[config.mk]
export PLATFORM = sky130hd
export DESIGN_NAME = zero_lag_ema_filter_core_flat
export DESIGN_NICKNAME = d
export VERILOG_FILES = /design/src/hdl/zlema_pkg.sv /design/src/hdl/zlema_in_if.sv /design/src/hdl/zlema_out_if.sv /design/src/hdl/zero_lag_ema_filter_core.sv /design/src/hdl/zlema_ring.sv /design/src/hdl/zlema_calc.sv /design/src/flat_wrapper.sv
export SDC_FILE = /design/constraint.sdc
export NUM_CORES = 2
export LEC_CHECK = 0
export BUFFER_PORTS_ARGS = -buffer_cell sky130_fd_sc_hd__buf_2
export CAP_MARGIN = 20
export CORE_MARGIN = 2
export CORE_UTILIZATION = 58
export DETAILED_ROUTE_END_ITERATION = 12
export PLACE_DENSITY_LB_ADDON = 0.3
export SLEW_MARGIN = 20
export SYNTH_ARGS = -nofsm -noshare
export SYNTH_HDL_FRONTEND = slang
export SYNTH_HIERARCHICAL = 1
export SYNTH_SLANG_ARGS = --single-unit
[constraint.sdc]
create_clock -name clk -period 11.4 [get_ports clk]
set_input_delay 2.28 -clock clk [delete_from_list [all_inputs] [get_ports clk]]
set_output_delay 2.28 -clock clk [all_outputs]
set_load 0.005 [all_outputs]
[src/hdl/zlema_pkg.sv]
// Shared types and constants for the zero-lag EMA filter.
package zlema_pkg;

    localparam int SAMPLE_W = 16;
    localparam int RESULT_W = 18;
    localparam int LAG_W    = 7;
    localparam int WEIGHT_W = 17;
    localparam int CFG_IDX_W  = 2;
    localparam int CFG_DATA_W = 17;

    localparam logic [CFG_IDX_W-1:0] REG_LAG    = 2'd0;
    localparam logic [CFG_IDX_W-1:0] REG_WEIGHT = 2'd1;

    localparam logic [LAG_W-1:0]    LAG_RESET    = 7'd2;
    localparam logic [WEIGHT_W-1:0] WEIGHT_RESET = 17'd21845;
    localparam logic [WEIGHT_W-1:0] WEIGHT_ONE   = 17'd65536;

    typedef logic signed [SAMPLE_W-1:0] sample_t;
    typedef logic signed [RESULT_W-1:0] result_t;

    // Per-item control decided at accept time.
    typedef struct packed {
        logic filt;    // filtered result
        logic load;    // ring just filled: seed previous value with oldest sample
        logic bypass;  // single-entry ring: past is the sample itself
    } item_ctl_t;

endpackage

[src/hdl/zlema_in_if.sv]
// Sample channel: valid/ready handshake carrying one input item.
interface zlema_in_if;
    logic                valid;
    logic                ready;
    zlema_pkg::sample_t  sample;

    modport source (output valid, output sample, input ready);
    modport sink   (input valid, input sample, output ready);
endinterface

[src/hdl/zlema_out_if.sv]
// Result channel: valid/ready handshake carrying one result item.
interface zlema_out_if;
    logic                valid;
    logic                ready;
    zlema_pkg::result_t  filtered;
    logic                is_filtered;

    modport source (output valid, output filtered, output is_filtered, input ready);
    modport sink   (input valid, input filtered, input is_filtered, output ready);
endinterface

[src/hdl/zero_lag_ema_filter_core.sv]
// Zero-lag EMA filter top level: config registers, ring control, two-stage pipeline.
// Result path: ring read in the first stage, then EMA update into the result register.
// Throughput: one item per cycle; a stalled result holds the pipeline, bounded by the
// update loop through the previous-value register.
// Reset: config returns to lag 2 / weight 21845, pointer, fill count, ready flag and
// previous value clear; ring contents are not cleared and are never read before written.
module zero_lag_ema_filter_core #(
    parameter int MAX_LAG = 64
) (
    input  logic                                clk,
    input  logic                                rst_n,
    zlema_in_if.sink                            samples,
    zlema_out_if.source                         results,
    input  logic                                cfg_we,
    input  logic [zlema_pkg::CFG_IDX_W-1:0]     cfg_index,
    input  logic [zlema_pkg::CFG_DATA_W-1:0]    cfg_data
);

    localparam int DEPTH = MAX_LAG + 1;
    localparam int AW    = $clog2(MAX_LAG + 1);
    localparam int CW    = $clog2(MAX_LAG + 2);

    logic [zlema_pkg::LAG_W-1:0]    cfg_lag_reg;
    logic [zlema_pkg::WEIGHT_W-1:0] cfg_weight_reg;
    logic                           cfg_hit;

    logic [AW-1:0] wp_reg;
    logic [CW-1:0] fill_reg;
    logic          rdy_reg;
    zlema_pkg::result_t prev_reg;

    logic                  a_valid_reg;
    zlema_pkg::sample_t    a_sample_reg;
    zlema_pkg::item_ctl_t  a_ctl_reg;

    logic                  b_valid_reg;
    zlema_pkg::result_t    b_filtered_reg;
    logic                  b_flag_reg;

    logic [AW-1:0] lag_eff;
    logic [CW-1:0] cap;
    logic [AW-1:0] wp_eff;
    logic [AW-1:0] wp_next;
    logic [CW-1:0] fill_next;
    logic          accept;
    logic          b_free;
    logic          a_go;
    zlema_pkg::item_ctl_t ctl_next;
    zlema_pkg::sample_t   ring_rdata;
    zlema_pkg::sample_t   past;
    zlema_pkg::result_t   ema;

    assign cfg_hit = cfg_we && ((cfg_index == zlema_pkg::REG_LAG) ||
                                (cfg_index == zlema_pkg::REG_WEIGHT));

    always_comb
    begin
        lag_eff   = (32'(cfg_lag_reg) > 32'(MAX_LAG)) ? AW'(MAX_LAG) : AW'(cfg_lag_reg);
        cap       = CW'(lag_eff) + CW'(1);
        wp_eff    = (wp_reg <= lag_eff) ? wp_reg : '0;
        wp_next   = (wp_eff == lag_eff) ? '0 : wp_eff + AW'(1);
        fill_next = (fill_reg < cap) ? fill_reg + CW'(1) : fill_reg;
        ctl_next.filt   = rdy_reg;
        ctl_next.load   = !rdy_reg && (fill_next == cap);
        ctl_next.bypass = (lag_eff == '0);
    end

    assign b_free = !b_valid_reg || results.ready;
    assign a_go   = a_valid_reg && b_free;
    assign samples.ready = !a_valid_reg || b_free;
    assign accept = samples.valid && samples.ready;

    zlema_ring #(
        .DEPTH (DEPTH),
        .AW    (AW)
    ) u_ring (
        .clk   (clk),
        .we    (accept),
        .waddr (wp_eff),
        .wdata (samples.sample),
        .re    (accept),
        .raddr (wp_next),
        .rdata (ring_rdata)
    );

    assign past = a_ctl_reg.bypass ? a_sample_reg : ring_rdata;

    zlema_calc u_calc (
        .sample (a_sample_reg),
        .past   (past),
        .prev   (prev_reg),
        .weight (cfg_weight_reg),
        .result (ema)
    );

    always_ff @(posedge clk or negedge rst_n)
    begin
        if (!rst_n)
        begin
            cfg_lag_reg    <= zlema_pkg::LAG_RESET;
            cfg_weight_reg <= zlema_pkg::WEIGHT_RESET;
            wp_reg         <= '0;
            fill_reg       <= '0;
            rdy_reg        <= 1'b0;
        end
        else if (cfg_hit)
        begin
            if (cfg_index == zlema_pkg::REG_LAG)
            begin
                cfg_lag_reg <= cfg_data[zlema_pkg::LAG_W-1:0];
            end
            else
            begin
                cfg_weight_reg <= cfg_data[zlema_pkg::WEIGHT_W-1:0];
            end
            fill_reg <= '0;
            rdy_reg  <= 1'b0;
        end
        else if (accept)
        begin
            wp_reg   <= wp_next;
            fill_reg <= fill_next;
            if (ctl_next.load)
            begin
                rdy_reg <= 1'b1;
            end
        end
    end

    always_ff @(posedge clk or negedge rst_n)
    begin
        if (!rst_n)
        begin
            a_valid_reg <= 1'b0;
            a_ctl_reg   <= '0;
        end
        else if (accept)
        begin
            a_valid_reg <= 1'b1;
            a_ctl_reg   <= ctl_next;
        end
        else if (a_go)
        begin
            a_valid_reg <= 1'b0;
        end
    end

    always_ff @(posedge clk)
    begin
        if (accept)
        begin
            a_sample_reg <= samples.sample;
        end
    end

    always_ff @(posedge clk or negedge rst_n)
    begin
        if (!rst_n)
        begin
            b_valid_reg <= 1'b0;
            prev_reg    <= '0;
        end
        else if (a_go)
        begin
            b_valid_reg <= 1'b1;
            if (a_ctl_reg.filt)
            begin
                prev_reg <= ema;
            end
            else if (a_ctl_reg.load)
            begin
                prev_reg <= {{2{past[15]}}, past};
            end
        end
        else if (results.ready)
        begin
            b_valid_reg <= 1'b0;
        end
    end

    always_ff @(posedge clk)
    begin
        if (a_go)
        begin
            b_filtered_reg <= a_ctl_reg.filt ? ema : {{2{a_sample_reg[15]}}, a_sample_reg};
            b_flag_reg     <= a_ctl_reg.filt;
        end
    end

    assign results.valid       = b_valid_reg;
    assign results.filtered    = b_filtered_reg;
    assign results.is_filtered = b_flag_reg;

    // stalled item in the ring-read stage keeps its sample
    a_hold: assert property (@(posedge clk) disable iff (!rst_n)
        (a_valid_reg && !b_free) |=> (a_valid_reg && $stable(a_sample_reg)))
        else $error("ring stage item lost while stalled");

    // fill count never exceeds the ring length
    fill_bound: assert property (@(posedge clk) disable iff (!rst_n)
        fill_reg <= cap)
        else $error("fill count beyond ring length");

    // previous value moves only when an item enters the result stage
    prev_only_on_go: assert property (@(posedge clk) disable iff (!rst_n)
        !a_go |=> $stable(prev_reg))
        else $error("previous value changed without an item");

    // a staged item is never both seeding and filtered
    ctl_excl: assert property (@(posedge clk) disable iff (!rst_n)
        a_valid_reg |-> !(a_ctl_reg.filt && a_ctl_reg.load))
        else $error("item marked both seed and filtered");

endmodule

[src/hdl/zlema_ring.sv]
// Delay ring storage: one write port, one registered read port.
module zlema_ring #(
    parameter int DEPTH = 65,
    parameter int AW    = 7
) (
    input  logic               clk,
    input  logic               we,
    input  logic [AW-1:0]      waddr,
    input  zlema_pkg::sample_t wdata,
    input  logic               re,
    input  logic [AW-1:0]      raddr,
    output zlema_pkg::sample_t rdata
);

    zlema_pkg::sample_t mem [DEPTH];
    zlema_pkg::sample_t rdata_reg;

    always_ff @(posedge clk)
    begin
        if (we)
        begin
            mem[waddr] <= wdata;
        end
    end

    always_ff @(posedge clk)
    begin
        if (re)
        begin
            rdata_reg <= mem[raddr];
        end
    end

    assign rdata = rdata_reg;

endmodule

[src/hdl/zlema_calc.sv]
// EMA update: alpha*(2*s - past - prev) + prev*65536, rounded, floored, saturated.
module zlema_calc (
    input  zlema_pkg::sample_t                sample,
    input  zlema_pkg::sample_t                past,
    input  zlema_pkg::result_t                prev,
    input  logic [zlema_pkg::WEIGHT_W-1:0]    weight,
    output zlema_pkg::result_t                result
);

    logic [zlema_pkg::WEIGHT_W-1:0] alpha;
    logic signed [18:0] s_x;
    logic signed [18:0] p_x;
    logic signed [18:0] prev_x;
    logic signed [18:0] diff;
    logic signed [18:0] alpha_x;
    logic signed [37:0] prod;
    logic signed [38:0] acc;
    logic signed [22:0] q;

    always_comb
    begin
        alpha   = (weight > zlema_pkg::WEIGHT_ONE) ? zlema_pkg::WEIGHT_ONE : weight;
        s_x     = {{3{sample[15]}}, sample};
        p_x     = {{3{past[15]}}, past};
        prev_x  = {prev[17], prev};
        diff    = (s_x <<< 1) - p_x - prev_x;
        alpha_x = {2'b00, alpha};
        prod    = alpha_x * diff;
        acc     = {prod[37], prod} + {{5{prev[17]}}, prev, 16'd0} + 39'sd32768;
        q       = acc[38:16];
        if (q > 23'sd131071)
        begin
            result = 18'sd131071;
        end
        else if (q < -23'sd131072)
        begin
            result = -18'sd131072;
        end
        else
        begin
            result = q[17:0];
        end
    end

endmodule
[src/flat_wrapper.sv]
// flat-port wrapper written by rule: the top's interface ports become plain ports
module zero_lag_ema_filter_core_flat 
#(
    parameter int MAX_LAG = 64
)
  (clk, rst_n, cfg_we, cfg_index, cfg_data, samples_valid, samples_sample, samples_ready, results_valid, results_filtered, results_is_filtered, results_ready);
  zlema_in_if samples_i ();
  zlema_out_if results_i ();
  input  logic clk;
  input  logic rst_n;
  input  logic cfg_we;
  input  logic [zlema_pkg::CFG_IDX_W-1:0] cfg_index;
  input  logic [zlema_pkg::CFG_DATA_W-1:0] cfg_data;
  input wire logic [$bits(samples_i.valid)-1:0] samples_valid;
  input wire logic [$bits(samples_i.sample)-1:0] samples_sample;
  output wire logic [$bits(samples_i.ready)-1:0] samples_ready;
  output wire logic [$bits(results_i.valid)-1:0] results_valid;
  output wire logic [$bits(results_i.filtered)-1:0] results_filtered;
  output wire logic [$bits(results_i.is_filtered)-1:0] results_is_filtered;
  input wire logic [$bits(results_i.ready)-1:0] results_ready;
  assign samples_i.valid = samples_valid;
  assign samples_i.sample = samples_sample;
  assign samples_ready = samples_i.ready;
  assign results_valid = results_i.valid;
  assign results_filtered = results_i.filtered;
  assign results_is_filtered = results_i.is_filtered;
  assign results_i.ready = results_ready;
  zero_lag_ema_filter_core #(.MAX_LAG(MAX_LAG)) u_core (.clk(clk), .rst_n(rst_n), .samples(samples_i), .results(results_i), .cfg_we(cfg_we), .cfg_index(cfg_index), .cfg_data(cfg_data));
endmodule
==> impl_metrics.csv <==
group,metric,value,unit
setup_path,cp_slowest_cell,"fa_1",
setup_path,crit_family,"adder cells",
layout,fillers,7343,
timing,holdWs,0.4740,ns
yosys,synth_top_area_share,0.5394,
clock_network,clk_root_buffer_cell,"clkbuf_16",
yosys,syn_area_per_cell,14.52,um^2
setup_path,r2r_setup_slack,0.56,ns
timing,skew,0.06402,ns
setup_path,start_kind,"register",
placement,dp.cells,5576,
flow_run,maxCapViolations,0,
layout,syn_to_final_growth,9.671,%
layout,largest_reg_flops,1040,
setup_path,path_max_fanout,17,
clock_network,cts.sinks,1153,
clock_network,clockBufferDepth,3,
layout,finalNonFillerCells,5782,
yosys,async_reset_ff_frac,0.05377,
setup_path,critPathMaxStageDelay,0.63,ns
detailed_routing,wire_per_inst,25.53,um
timing,maxClockFrequency,92.25,MHz
setup_path,cp.buffers_inverters,10,
die,die_h,327.6,um
yosys,yosysTopAreaCell,"edfxtp_1",
detailed_routing,vias,35546,
global_route,track_usage,0.2796,
clock_network,htree_levels,3,
layout,antenna_cells,0,
setup_path,startpoint,"u_core/a_ctl_reg[0]$_DFFE_PN0P_",
detailed_routing,drt-total-wl,147.6,mm
setup_path,path_class,"register to register",
die,die_w,327.6,um
global_route,grt_pass1_vias,35995,
placement,place_hpwl,96.71,mm
detailed_routing,drtIter0Drc,3983,
hold_path,min_path_cells,2,
setup_path,worstSetupEndpoint,"u_core/results.filtered[6]$_DFFE_PP_",
clock_network,cts_buffers,111,
timing,setup-tns-final,0,ns
outcome,status,"finished, final reports clean",
layout,drive_gt1_frac,0.1617,
clock_network,hold_buffers,0,
timing,worstMarginPinSlew,1.178,ns
die,core_area,103600,um^2
setup_path,endpoint_kind,"register",
layout,fin_nets,4843,
timing,relSlewSlack,0.2138,
global_route,antenna_found_initial,1,
yosys,synth_area,60740,um^2
die,rows,118,
clock_network,clkLatencyLatePin,0.72,ns
layout,utilization,0.6427,
setup_path,critical_path_cell_count,37,
timing,hold_viol_final,0,
clock_network,clk_pin_slew,0.06,ns
yosys,syn_inst,4184,
global_route,grt_overflow_total,0,
setup_path,timing.rr.start,"u_core/a_ctl_reg[0]$_DFFE_PN0P_",
timing,period_minus_slack,10.84,ns
setup_path,worst_r2r_endpoint,"u_core/results.filtered[6]$_DFFE_PP_",
yosys,ys_top_cells_by_area,"edfxtp_1, fa_1, mux4_2",
die,die_area,107300,um^2
global_route,grt_max_degree,131,
global_route,grt_pass1_wl,222.9,mm
yosys,ys.flop_type,"edfxtp_1",
detailed_routing,dr.pass1.iters,6,
clock_network,cts_tree,"built",
detailed_routing,antenna_left,0,
die,boundaryPins,61,
yosys,synth-seq-cells,1153,
yosys,synth_enable_flop_cells,1091,
yosys,post_synth_num_cell_types,92,
setup_path,required,11.82,ns
hold_path,hold_path_class,"register to register",
setup_path,r2r_cells,37,
setup_path,cp_data_arrival_time,11.26,ns
timing,fin_crit_sh,0.9509,
placement,port_buffers,60,
timing,setup_viol,0,
timing,report.final.slew_viol_count,0,
detailed_routing,drt-vias-per-instance,6.148,
yosys,ys_seq_area_frac,0.5651,
placement,gp_congestion,0.9499,
yosys,syn-num-nets,4718,
die,start_util,0.5861,
detailed_routing,route.detailed.drc,0,
yosys,ys_warn_count,6,
## layer usage
layer | part of all wire | global-route usage
met5 | 0 | 0
met2 | 0.48 | 0.4461
met3 | 0.076 | 0.04004
met4 | 0.049 | 0.1236
met1 | 0.40 | 0.3887
## through the flow
step	area, um^2	worst slack [ns]
2_1_floorplan	60740	0.6953
3_3_place_gp	63080	0.5047
3_5_place_dp	63090	0.4066
4_1_cts	66570	0.3436
5_1_grt	66620	-0.02440
6_report	66620	0.5602
## synth_stat cells (all sizes together) (10+ instances only)
cell,count
nand2,311
a21oi,106
dfrtp,53
xor2,41
o21a,10
a221oi,17
o22ai,52
nand2b,25
edfxtp,1091
a31oi,11
o221ai,11
nand4,16
clkbuf,121
mux4,192
a2111oi,19
nor2,288
fa,343
buf,63
nor2b,48
and2,38
and3,29
nor3,24
o31ai,26
xnor2,68
a22oi,64
ha,151
nand3,47
mux2,90
a21o,27
mux2i,149
o21ai,44
inv,490
## how the worst min path moves through the flow
stage	end	start	slack, ns
3_3_place_gp	u_core/prev_reg[14]$_DFFE_PN0P_	u_core/prev_reg[14]$_DFFE_PN0P_	0.46
6_report	u_core/prev_reg[11]$_DFFE_PN0P_	u_core/prev_reg[11]$_DFFE_PN0P_	0.47
4_1_cts	u_core/prev_reg[5]$_DFFE_PN0P_	u_core/prev_reg[5]$_DFFE_PN0P_	0.48
3_5_place_dp	u_core/prev_reg[0]$_DFFE_PN0P_	u_core/prev_reg[0]$_DFFE_PN0P_	0.47
2_1_floorplan	u_core/results.is_filtered$_DFFE_PP_	u_core/a_ctl_reg[2]$_DFFE_PN0P_	0.42
5_1_grt	u_core/prev_reg[11]$_DFFE_PN0P_	u_core/prev_reg[11]$_DFFE_PN0P_	0.50
## kinds of logic (layout without fill, tap and decap cells)
logic type,Yosys count,count (layout),share of synthesized area
AO/OA/AOI/OAI,441,441,0.05036
XOR/XNOR,109,109,0.01615
adder cells (fa/ha/maj),498,498,0.1448
buffers and inverters,674,892,0.04484
flip-flops,1153,1153,0.5651
multiplexers,431,431,0.1124
AND/OR/NAND/NOR,878,878,0.06633
## layout make-up
type | count | area (um^2) | share of cell area
Tap cell | 1380 | 1727 | 0.02592
Timing Repair Buffer | 196 | 1346 | 0.02021
Sequential cell | 1153 | 34330 | 0.5153
Multi-Input combinational cell | 2357 | 23900 | 0.3588
Clock buffer | 139 | 2904 | 0.04359
Clock inverter | 67 | 571.8 | 0.008583
Inverter | 490 | 1839 | 0.02761
## cell usage in the layout, fill, tap and decap left out, types with 27 or more instances in the layout
master	Yosys	final
mux2i_1	149	149
edfxtp_1	1091	1091
xor2_1	39	39
mux2_2	90	90
mux4_2	192	192
o22ai_1	51	51
a21oi_1	104	102
ha_1	151	151
and2_1	37	36
nor2_1	288	277
a22oi_1	64	64
inv_1	489	488
buf_4	8	134
fa_1	343	343
nor2b_1	48	46
clkbuf_16	0	112
dfrtp_1	53	52
buf_2	37	60
nand3_1	47	46
xnor2_1	68	64
and3_1	27	27
clkinv_1	0	31
nand2_1	310	310
clkbuf_1	118	27
## repair_timing
| action | 4_1_cts | 5_1_grt |
|---|---|---|
| buffers inserted | 0 | 0 |
| setup endpoints to repair | 0 | 34 |
| resized for setup | 0 | 7 |
## worst min-delay path, cell delays in order (launching register included)
cell     delay, ns
dfrtp_1       0.34
nand2_1       0.05
o31ai_1       0.05
Power is not shown: default switching activity piles up to over one toggle a cycle in this logic, so the estimate is an artifact.
